--- src/hdl/frt_pkg.sv ---
`timescale 1ns / 1ps
`default_nettype none
package frt_pkg;
   localparam int MaxFragments = 16;
   localparam int PoolSlots    = 32;

   localparam logic [1:0] OP_ADD      = 2'd0;
   localparam logic [1:0] OP_CLEAR    = 2'd1;
   localparam logic [1:0] OP_ASSEMBLE = 2'd2;

   localparam logic [2:0] ST_OK        = 3'd0;
   localparam logic [2:0] ST_POOL      = 3'd1;
   localparam logic [2:0] ST_RANGE     = 3'd2;
   localparam logic [2:0] ST_TOO_LONG  = 3'd3;
   localparam logic [2:0] ST_OVER      = 3'd4;

   typedef struct packed {
      logic [1:0]  operation;
      logic [7:0]  fragment_number;
      logic        is_last;
      logic [7:0]  data_length;
      logic [15:0] buffer_limit;
   } req_type;

   typedef struct packed {
      logic [2:0]  status;
      logic [4:0]  slot_index;
      logic [3:0]  fragment_index;
      logic [7:0]  fragment_length;
      logic        all_received;
      logic [11:0] assembled_size;
      logic [5:0]  free_slots;
      logic        last_of_run;
   } rsp_type;

   typedef struct packed {
      logic [1:0]  operation;
      logic [2:0]  status;
      logic [7:0]  fragment_number;
      logic        is_last;
      logic [7:0]  data_length;
      logic [15:0] buffer_limit;
   } cmd_type;
endpackage
`default_nettype wire

--- src/hdl/frt_front.sv ---
`timescale 1ns / 1ps
`default_nettype none
module frt_front #(
   parameter int MAX_FRAGMENTS = frt_pkg::MaxFragments
) (
   input  wire logic              clock,
   input  wire logic              reset,
   input  wire logic              req_valid,
   output logic                   req_ready,
   input  wire frt_pkg::req_type  req_data,
   input  wire logic [7:0]        max_size,
   output logic                   cmd_valid,
   input  wire logic              cmd_ready,
   output frt_pkg::cmd_type       cmd_data
);
   logic             valid_ff, valid_in;
   frt_pkg::cmd_type cmd_ff, cmd_in;
   logic [2:0]       pre_status;

   assign req_ready = !valid_ff || cmd_ready;
   assign cmd_valid = valid_ff;
   assign cmd_data  = cmd_ff;

   always_comb begin
      pre_status = frt_pkg::ST_OK;
      if (req_data.operation == frt_pkg::OP_ADD) begin
         if (32'(req_data.fragment_number) >= MAX_FRAGMENTS) begin
            pre_status = frt_pkg::ST_RANGE;
         end else if (req_data.data_length > max_size) begin
            pre_status = frt_pkg::ST_TOO_LONG;
         end
      end
   end

   always_comb begin
      valid_in = valid_ff;
      cmd_in   = cmd_ff;
      if (req_ready) begin
         valid_in = req_valid;
         cmd_in.operation       = req_data.operation;
         cmd_in.status          = pre_status;
         cmd_in.fragment_number = req_data.fragment_number;
         cmd_in.is_last         = req_data.is_last;
         cmd_in.data_length     = req_data.data_length;
         cmd_in.buffer_limit    = req_data.buffer_limit;
      end
   end

   always_ff @(posedge clock) begin
      if (reset) begin
         valid_ff <= 1'b0;
      end else begin
         valid_ff <= valid_in;
      end
      cmd_ff <= cmd_in;
   end
endmodule
`default_nettype wire

--- src/hdl/frt_back.sv ---
`timescale 1ns / 1ps
`default_nettype none
module frt_back #(
   parameter int MAX_FRAGMENTS = frt_pkg::MaxFragments,
   parameter int POOL_SLOTS    = frt_pkg::PoolSlots
) (
   input  wire logic              clock,
   input  wire logic              reset,
   input  wire logic              cmd_valid,
   output logic                   cmd_ready,
   input  wire frt_pkg::cmd_type  cmd_data,
   output logic                   rsp_valid,
   input  wire logic              rsp_ready,
   output frt_pkg::rsp_type       rsp_data
);
   localparam int FW = $clog2(MAX_FRAGMENTS);
   localparam int SW = $clog2(POOL_SLOTS);
   localparam int CW = $clog2(POOL_SLOTS + 1);

   localparam logic [2:0] S_IDLE  = 3'd0;
   localparam logic [2:0] S_INIT  = 3'd1;
   localparam logic [2:0] S_CLEAR = 3'd2;
   localparam logic [2:0] S_SUM   = 3'd3;
   localparam logic [2:0] S_EMIT  = 3'd4;
   localparam logic [2:0] S_OUT   = 3'd5;
   localparam logic [2:0] S_ADD   = 3'd6;

   logic [2:0]  state_ff, state_in;
   logic [SW-1:0] stack_mem [POOL_SLOTS];
   logic [SW-1:0] slot_mem  [MAX_FRAGMENTS];
   logic [7:0]    len_mem   [MAX_FRAGMENTS];
   logic [CW-1:0] count_ff, count_in;
   logic [MAX_FRAGMENTS-1:0] present_ff, present_in;
   logic          seen_ff, seen_in;
   logic [FW-1:0] lidx_ff, lidx_in;
   logic [FW:0]   idx_ff, idx_in;
   logic [11:0]   sum_ff, sum_in;
   logic          allin_ff, allin_in;
   frt_pkg::cmd_type cmd_ff, cmd_in;
   logic          rvalid_ff, rvalid_in;
   frt_pkg::rsp_type rsp_ff, rsp_in;
   logic [SW:0]   init_ff, init_in;
   logic [SW-1:0] pop_slot;
   logic          stk_we;
   logic [SW-1:0] stk_wa, stk_wd;
   logic          tab_we, tab_slot_we;
   logic [FW-1:0] tab_a, ia;
   logic [SW-1:0] tab_slot;
   logic          more_after;

   assign cmd_ready = (state_ff == S_IDLE) && !rvalid_ff;
   assign rsp_valid = rvalid_ff;
   assign rsp_data  = rsp_ff;
   assign ia        = idx_ff[FW-1:0];
   assign pop_slot  = stack_mem[SW'(count_ff - CW'(1))];

   always_comb begin
      more_after = 1'b0;
      for (int i = 0; i < MAX_FRAGMENTS; i++) begin
         if (i > 32'(idx_ff) && present_ff[i]) more_after = 1'b1;
      end
   end

   always_comb begin
      state_in = state_ff; count_in = count_ff; present_in = present_ff;
      seen_in = seen_ff; lidx_in = lidx_ff; idx_in = idx_ff; sum_in = sum_ff;
      allin_in = allin_ff; cmd_in = cmd_ff; rvalid_in = rvalid_ff; rsp_in = rsp_ff;
      init_in = init_ff;
      stk_we = 1'b0; stk_wa = '0; stk_wd = '0;
      tab_we = 1'b0; tab_slot_we = 1'b0; tab_a = '0; tab_slot = '0;
      if (rvalid_ff && rsp_ready) rvalid_in = 1'b0;
      unique case (state_ff)
         S_INIT: begin
            stk_we = 1'b1; stk_wa = init_ff[SW-1:0]; stk_wd = init_ff[SW-1:0];
            init_in = init_ff + 1'b1;
            if (32'(init_ff) == POOL_SLOTS - 1) state_in = S_IDLE;
         end
         S_IDLE: begin
            if (cmd_valid && cmd_ready) begin
               cmd_in = cmd_data;
               idx_in = '0; sum_in = '0; allin_in = 1'b1;
               if (cmd_data.status != frt_pkg::ST_OK) begin
                  state_in = S_SUM;
               end else if (cmd_data.operation == frt_pkg::OP_ADD) begin
                  state_in = S_ADD;
               end else if (cmd_data.operation == frt_pkg::OP_CLEAR) begin
                  state_in = S_CLEAR;
               end else begin
                  state_in = S_SUM;
               end
            end
         end
         S_ADD: begin
            tab_a = cmd_ff.fragment_number[FW-1:0];
            if (present_ff[tab_a]) begin
               tab_we = 1'b1;
            end else if (count_ff == '0) begin
               cmd_in.status = frt_pkg::ST_POOL;
            end else begin
               tab_we = 1'b1; tab_slot_we = 1'b1; tab_slot = pop_slot;
               count_in = count_ff - 1'b1;
               present_in[tab_a] = 1'b1;
            end
            if (tab_we && cmd_ff.is_last) begin
               seen_in = 1'b1; lidx_in = tab_a;
            end
            state_in = S_SUM;
         end
         S_CLEAR: begin
            if (present_ff[ia] && 32'(count_ff) < POOL_SLOTS) begin
               stk_we = 1'b1; stk_wa = count_ff[SW-1:0]; stk_wd = slot_mem[ia];
               count_in = count_ff + 1'b1;
            end
            idx_in = idx_ff + 1'b1;
            if (32'(idx_ff) == MAX_FRAGMENTS - 1) begin
               present_in = '0; seen_in = 1'b0; lidx_in = '0;
               state_in = S_SUM; idx_in = '0;
            end
         end
         S_SUM: begin
            if (idx_ff <= {1'b0, lidx_ff}) begin
               if (present_ff[ia]) sum_in = sum_ff + 12'(len_mem[ia]);
               else allin_in = 1'b0;
            end
            idx_in = idx_ff + 1'b1;
            if (32'(idx_ff) == MAX_FRAGMENTS - 1) begin
               idx_in = '0;
               state_in = S_OUT;
            end
         end
         S_OUT: begin
            if (!rvalid_ff || rsp_ready) begin
               rsp_in = '0;
               rsp_in.status = cmd_ff.status;
               rsp_in.all_received = allin_ff && seen_ff;
               rsp_in.assembled_size = sum_ff;
               rsp_in.free_slots = 6'(count_ff);
               rsp_in.last_of_run = 1'b1;
               state_in = S_IDLE;
               if (cmd_ff.status == frt_pkg::ST_OK &&
                   cmd_ff.operation == frt_pkg::OP_ADD) begin
                  rsp_in.slot_index = 5'(slot_mem[cmd_ff.fragment_number[FW-1:0]]);
                  rsp_in.fragment_index = 4'(cmd_ff.fragment_number);
                  rsp_in.fragment_length = cmd_ff.data_length;
               end
               if (cmd_ff.operation == frt_pkg::OP_ASSEMBLE &&
                   cmd_ff.status == frt_pkg::ST_OK) begin
                  if (32'(sum_ff) > 32'(cmd_ff.buffer_limit)) begin
                     rsp_in.status = frt_pkg::ST_OVER;
                     rvalid_in = 1'b1;
                  end else if (present_ff != '0) begin
                     state_in = S_EMIT;
                  end else begin
                     rvalid_in = 1'b1;
                  end
               end else begin
                  rvalid_in = 1'b1;
               end
            end
         end
         S_EMIT: begin
            if (!present_ff[ia]) begin
               idx_in = idx_ff + 1'b1;
            end else if (!rvalid_ff || rsp_ready) begin
               rsp_in = '0;
               rsp_in.slot_index = 5'(slot_mem[ia]);
               rsp_in.fragment_index = 4'(ia);
               rsp_in.fragment_length = len_mem[ia];
               rsp_in.all_received = allin_ff && seen_ff;
               rsp_in.assembled_size = sum_ff;
               rsp_in.free_slots = 6'(count_ff);
               rsp_in.last_of_run = !more_after;
               rvalid_in = 1'b1;
               idx_in = idx_ff + 1'b1;
               if (!more_after) state_in = S_IDLE;
            end
         end
         default: state_in = S_IDLE;
      endcase
   end

   always_ff @(posedge clock) begin
      if (stk_we) stack_mem[stk_wa] <= stk_wd;
      if (tab_we) len_mem[tab_a] <= cmd_ff.data_length;
      if (tab_slot_we) slot_mem[tab_a] <= tab_slot;
   end

   always_ff @(posedge clock) begin
      if (reset) begin
         state_ff <= S_INIT; count_ff <= CW'(POOL_SLOTS); present_ff <= '0;
         seen_ff <= 1'b0; lidx_ff <= '0; idx_ff <= '0; rvalid_ff <= 1'b0;
         init_ff <= '0;
      end else begin
         state_ff <= state_in; count_ff <= count_in; present_ff <= present_in;
         seen_ff <= seen_in; lidx_ff <= lidx_in; idx_ff <= idx_in;
         rvalid_ff <= rvalid_in; init_ff <= init_in;
      end
      sum_ff <= sum_in; allin_ff <= allin_in; cmd_ff <= cmd_in; rsp_ff <= rsp_in;
   end

   a_count_range: assert property (@(posedge clock) disable iff (reset)
      32'(count_ff) <= POOL_SLOTS) else $error("free count above pool size");
   a_idle_ready: assert property (@(posedge clock) disable iff (reset)
      cmd_ready |-> state_ff == S_IDLE) else $error("ready outside idle");
   a_clear_empties: assert property (@(posedge clock) disable iff (reset)
      (state_ff == S_CLEAR && 32'(idx_ff) == MAX_FRAGMENTS - 1) |=> present_ff == '0)
      else $error("clear left fragments");
endmodule
`default_nettype wire

--- src/hdl/fragment_reassembly_tracker_unit.sv ---
// channel | direction | handshake
// req_*   | in        | req_valid / req_ready
// rsp_*   | out       | rsp_valid / rsp_ready
// csr_*   | in        | csr_write_enable, no wait
// After the req transfer of an accepted add, rsp_valid rises after load, table update,
// a walk over all entries that recomputes size and completion, and result load. An add
// the front end rejects, an unused code or an assemble skip the update; clear walks
// twice. Assemble then walks the table again, one rsp per held fragment; the back end
// takes the next command in the cycle after the final rsp transfer. After reset the
// free stack is filled with all POOL_SLOTS slots; the front register takes one
// transfer meanwhile, then req_ready stays low. A stalled rsp_ready holds the back end.
`timescale 1ns / 1ps
`default_nettype none
module fragment_reassembly_tracker_unit #(
   parameter int MAX_FRAGMENTS = frt_pkg::MaxFragments,
   parameter int POOL_SLOTS    = frt_pkg::PoolSlots
) (
   input  wire logic              clock,
   input  wire logic              reset,
   input  wire logic              req_valid,
   output logic                   req_ready,
   input  wire frt_pkg::req_type  req_data,
   output logic                   rsp_valid,
   input  wire logic              rsp_ready,
   output frt_pkg::rsp_type       rsp_data,
   input  wire logic              csr_write_enable,
   input  wire logic [7:0]        csr_write_data
);
   logic [7:0]       max_size_ff;
   logic             cmd_valid, cmd_ready;
   frt_pkg::cmd_type cmd_data;

   always_ff @(posedge clock) begin
      if (reset) begin
         max_size_ff <= 8'd255;
      end else if (csr_write_enable) begin
         max_size_ff <= csr_write_data;
      end
   end

   frt_front #(.MAX_FRAGMENTS(MAX_FRAGMENTS)) u_front (
      .clock, .reset, .req_valid, .req_ready, .req_data,
      .max_size(max_size_ff), .cmd_valid, .cmd_ready, .cmd_data);

   frt_back #(.MAX_FRAGMENTS(MAX_FRAGMENTS), .POOL_SLOTS(POOL_SLOTS)) u_back (
      .clock, .reset, .cmd_valid, .cmd_ready, .cmd_data,
      .rsp_valid, .rsp_ready, .rsp_data);
endmodule
`default_nettype wire

--- config.mk ---
export PLATFORM = sky130hd
export DESIGN_NAME = fragment_reassembly_tracker_unit
export DESIGN_NICKNAME = d
export VERILOG_FILES = /design/src/hdl/frt_pkg.sv /design/src/hdl/frt_front.sv /design/src/hdl/frt_back.sv /design/src/hdl/fragment_reassembly_tracker_unit.sv
export SDC_FILE = /design/constraint.sdc
export NUM_CORES = 1
export LEC_CHECK = 0
export BUFFER_PORTS_ARGS = -buffer_cell sky130_fd_sc_hd__buf_2
export CAP_MARGIN = 10
export CORE_AREA = 2 2 217 219
export CTS_BUF_LIST = sky130_fd_sc_hd__clkbuf_4
export DETAILED_ROUTE_END_ITERATION = 7
export DIE_AREA = 0 0 219 221
export PLACE_DENSITY_LB_ADDON = 0.08
export SKIP_LAST_GASP = 1
export SLEW_MARGIN = 20
export SYNTH_ARGS = -nofsm -noshare
export SYNTH_HDL_FRONTEND = slang
export SYNTH_SLANG_ARGS = --single-unit
--- constraint.sdc ---
create_clock -name clock -period 5.41 [get_ports clock]
set_clock_uncertainty 0.1 [all_clocks]
set_input_delay 0.2705 -clock clock [delete_from_list [all_inputs] [get_ports clock]]
set_output_delay 0.2705 -clock clock [all_outputs]
set_load 0.01 [all_outputs]
== After elaboration in Yosys (flattened, before gate mapping) ==
Memory sizes are Yosys's and may differ from the RTL's. A register that Yosys moved wholly into a read port is not among the register bits.
Index checks and enable logic that the tools add are counted.
Operators by class
  divide/modulo/power cells: 0
  shifts and indexed selects: 0
  reduce and logical (&&, ||, !) cells: 54
  bitwise logic cells: 2
  equal/unequal tests: 27
  magnitude comparators: 23
  muxes and demuxes: 111
  multipliers: 0
  add/subtract/negate cells: 5
Operators with widths (number)
  $mux 40: 3
  $pmux 40 s2: 1
  $mux 3: 17
  $mux 16: 3
  $mux 5: 9
  $mux 1: 44
  $gt 4x5->1 const A: 8
  $mux 12: 3
  $mux 36: 1
  $mux 4: 8
  $pmux 16 s2: 1
  $logic_and 1x1->1: 24
  $pmux 12 s2: 1
  $reduce_and 4->1: 6
  $ne 2x1->1 const B: 11
  $pmux 3 s7: 1
  $gt 3x5->1 const A: 4
  $pmux 5 s2: 2
  $mux 6: 3
  $mux 17: 1
  $gt 12x16->1: 1
  $or 16x16->16: 1
  $reduce_bool 16->1: 1
  $pmux 5 s3: 1
  other kinds (40): 67
Storage, ports and cells
  register bits: 180
  output and inout bits: 42
  bits in latches: 0
  ROM bits: 0
  word-level logic and storage cells: 258
  memories: 3
  bits of input ports: 48
  bits in writable memories: 368
Memory list
  u_back.stack_mem: depth 32, width 5, read ports 1, clocked after Yosys merged registers in 0, write ports 1, line frt_back.sv:29  | logic [SW-1:0] stack_mem [POOL_SLOTS];
  u_back.len_mem: depth 16, width 8, read ports 1, clocked after Yosys merged registers in 1, write ports 1, line frt_back.sv:31  | logic [7:0] len_mem [MAX_FRAGMENTS];
  u_back.slot_mem: depth 16, width 5, read ports 2, clocked after Yosys merged registers in 2, write ports 1, line frt_back.sv:30  | logic [SW-1:0] slot_mem [MAX_FRAGMENTS];

== Logic depth before layout (Yosys ltp) ==
  word-level depth: 21
  mapped depth: 13
  mapped depth without buffers: 11

== Hierarchy ==
A second synthesis with hierarchy kept.
Second synthesis, totals
  cell total of the unflattened synthesis: 1365
  area, all modules: 23177.2 um2
Modules (own cells, without submodules)
  frt_back: instances 1, cells an instance 1263, area each 21488.1 um2, seq. area each 14664.1 um2
  frt_front: instances 1, cells an instance 76, area each 1386.3 um2, seq. area each 1131.1 um2
  fragment_reassembly_tracker_unit: instances 1, cells an instance 26, area each 302.8 um2, seq. area each 160.2 um2

== Worst setup path after synthesis ==
No wires, ideal clock.
  path kind: register -> register
  start: reg u_back.state_ff[2]
  end: reg u_front.cmd_ff, in the netlist u_front.cmd_data[0], enable pin
  library setup time: 0.481 ns
  required time: 4.829 ns
  path slack: 1.249 ns
  arrival: 3.580 ns
  path buffers: 1
  clock period less this slack: 4.161 ns
  stages on the path, launching flop included: 4
  path through: dfxtp_1 > clkbuf_1 > or3_1 > o21ai_0
Between the ends
  longest elaborated chain between the ends: 3
RTL lines
  start: declaration: line frt_back.sv:28  | logic [2:0] state_ff, state_in;
  start signal: assignment: line frt_back.sv:194  | state_ff <= state_in; count_ff <= count_in; present_ff <= present_in;
  $logic_not 3->1: line frt_back.sv:51  | assign cmd_ready = (state_ff == S_IDLE) && !rvalid_ff;
  $logic_and 1x1->1: line frt_back.sv:51
  $logic_or 1x1->1: line frt_front.sv:20  | assign req_ready = !valid_ff || cmd_ready;
  net req_ready: line fragment_reassembly_tracker_unit.sv:21  | output logic req_ready,
  end signal: assignment: line frt_front.sv:55  | cmd_ff <= cmd_in;
  end: declaration: line frt_front.sv:17  | frt_pkg::cmd_type cmd_ff, cmd_in;
The timed path passes the listed nets, and every way through them passes these cells.
A chain may end at the register's enable or synchronous reset.

==> results.md <==
* DR iter-0 viols at 1178
* Post-synth EDFFs at 487
* Largest net degree at the start of global routing at 42
* Area Growth Syn to Fin at 16.7%
* Layout cells sized above 1 at 28.4%
* Max Freq at 254 MHz
* Synthesized area at 23300 um^2
* Post-Syn Nets at 1467
* DP HPWL at 36800 um
* Number of fill cells at 3616
* Share of flip-flops with an asynchronous set or reset at 0%
* Die Area at 48400 um^2
* Status: finished clean
* Final ANT Viol Nets at 0
* Top cells by area, synth: edfxtp_1 (63%), mux4_2 (13%), dfxtp_1 (5.1%), ha_1 (2.0%), nor2_1 (1.5%)
* Hold-fix buffers, CTS at 101
* Synth area leader: edfxtp_1
* Crit path max fanout at 41
* Kind of critical path: flip-flop to flip-flop
* Post-synth top cells: edfxtp_1 (487), mux4_2 (136), nor2_1 (95), nand2_1 (81), dfxtp_1 (59)
* Reg2Reg Setup Slack at 1.48 ns
* Worst-Margin Slew at 1.11 ns
* Standard cell core area at 46100 um^2
* Worst slew margin at 25.6%
* Syn Area/Cell at 16.9 um^2
* Clock root cell: clkbuf_4
* Register bit total from synthesis at 546
* Die H at 221 um
* Via/cell ratio at 5.74
* Clock Latency Late Sink at 0.94 ns
* First-pass GRT wire length at 84900 um
* H-tree depth at 4
* Crit path time final at 3.93 ns
* Register area share after synthesis at 67.9%
* RSZ-0062 raised after global routing: no
* Vias at 13.6k
* Static leakage at 8.99 nW
* # port buffers at 89
* Total gr overflow at 0
* Vias in the first global route at 14.2k
* Initial DRT Pass Iterations at 5
* PwrDens at 365 nW/um^2
* CP endpoint kind: flip-flop
* Post-CTS Resized at 0
* Worst endpoint required time at 5.97 ns
* Count of pins over their slew limit at 0
* Max VDD drop at 0.260 mV
* GP Congestion at 0.886
* Fin nets at 1752
* YS warnings at 0
* Synth Instances at 1380
* Ys flop type: edfxtp_1
* Setup Fix Bufs, Post-CTS at 0
* Data arrival time of the worst path at 4.49 ns
* Top-area cell type share of the netlist area at 62.8%
* IO Count at 90
* Initial Utilization at 50.5%
* Reg clk slew, reported paths at 0.07 ns
* Tot GR Track Use at 23.8%
* Drt total wl at 55200 um
* Final setup vio count at 0
* Initial antenna violation count at 2
* Num CTS Buffers at 142
* CP Launch Type: flip-flop
* CTS Buffer Depth at 3
* Final Hold Viols at 0
* WL/cell at 23.3 um
* Rows at 79
* # Max-Cap Violations at 0
* Count leader, synth: edfxtp_1
* Count of cell types in the netlist at 78
* Worst hold margin at 0.130 ns
* Die width at 219 um
* HP Class: primary input to flip-flop
* Sink Count at 546
* Drt drc at 0
* TritonCTS clock tree: built
* Tcrit/Tclk final at 72.7%
* Setup TNS at 0 ns
## metal layers
metal,routed length [um],global-route usage (%),vias up
met4,972,7.63,0
met1,24100,32.9,6904
li1,-,-,6172
met2,26800,37.2,495
met5,0,0,-
met3,3350,5.92,72
## layout by cell type, fill, tap and decap left out, types with 7 or more instances in the layout
cell type and count:
nor4_1 9, clkinv_1 26, buf_4 20, xnor2_1 7, mux4_1 8, nand3_1 21, o21ai_0 29, ha_1 38
nand2b_1 9, mux2i_1 23, nand2_1 80, nor3_1 35, a32o_1 9, o31ai_1 8, buf_2 89, o211ai_1 12
nor2_1 89, a21o_1 10, nor2b_1 17, mux4_2 136, and2_1 12, mux2_2 10, dfxtp_1 56, dlygate4sd3_1 101
a22o_1 14, edfxtp_1 487, inv_2 7, inv_1 45, a21oi_1 36, clkbuf_4 201, nand4_1 7
## power breakdown
group / leakage [nW] / internal (W) / switching [W]
clock: 1.07 / 0.00185 / 0.00165
combinational: 3.10 / 0.000447 / 0.000747
sequential: 4.83 / 0.00500 / 0.000221
## flip-flops by register name, indices dropped and copies added (netlist names), 4 cells and up, named ones only
register           flops
u_back.len_mem       128
u_back.cmd_ff         33
u_back.init_ff         6
u_back.slot_mem       80
u_back.stack_mem     160
u_back.sum_ff         12
u_front.cmd_data      33
u_back.present_ff     16
u_back.idx_ff          5
u_back.lidx_ff         4
u_back.count_ff        6
max_size_ff            8
u_back.rsp_data       40
## final timing paths
check | cells after the start | from | to
min | 3 | req_data[34] | u_front.cmd_data[34]
max reg2reg | 11 | flip-flop | u_back.sum_ff[10]
max | 11 | flip-flop | u_back.sum_ff[10]
min reg2reg | 0 | u_front.cmd_data[18] | u_back.cmd_ff[18]
## critical path, cell delays in order (launching register included)
cell,delay [ns]
dfxtp_4,0.89
mux4_2,0.60
mux4_2,0.50
ha_1,0.21
inv_1,0.07
fa_1,0.18
nor2b_1,0.06
o21ai_0,0.19
a21oi_1,0.13
o211ai_1,0.22
a21oi_1,0.09
or3_1,0.36
## layout make-up
class,instances,area (um^2),share of cell area [%]
Antenna cell,3,7.51,0.0276
Clock buffer,201,1510,5.55
Clock inverter,44,260,0.958
Inverter,45,169,0.622
Multi-Input combinational cell,720,7050,25.9
Sequential cell,546,15800,58.2
Tap cell,607,759,2.79
Timing Repair Buffer,210,1610,5.91
## kinds of logic (layout without fill, tap and decap cells)
group           count (synthesis)  after routing  share of synthesized area [%]
other cells                     0              3                              0
mux                           177            177                           15.5
flops                         546            546                           67.9
buf+inv                       114            500                           2.03
xor+xnor                       13             13                          0.489
compound gates                168            168                           5.08
fa+ha+maj                      39             39                           2.13
simple gates                  323            323                           6.85
## stage by stage
stage | cells | worst slack (ns) | power (W) | area (um^2) | utilization (%)
6_report | 2376 | 1.48 | 0.00992 | 27200 | 59.0
5_1_grt | 2376 | 1.15 | 0.0104 | 27200 | 59.0
4_1_cts | 2373 | 1.44 | 0.0100 | 27200 | 59.0
3_5_place_dp | 2027 | 1.46 | 0.00645 | 24400 | 52.9
3_3_place_gp | 2027 | 1.52 | 0.00643 | 24400 | 52.9
2_1_floorplan | 1380 | 1.25 | 0.00598 | 23300 | -
No activity file was read; power rests on OpenSTA's default activity.
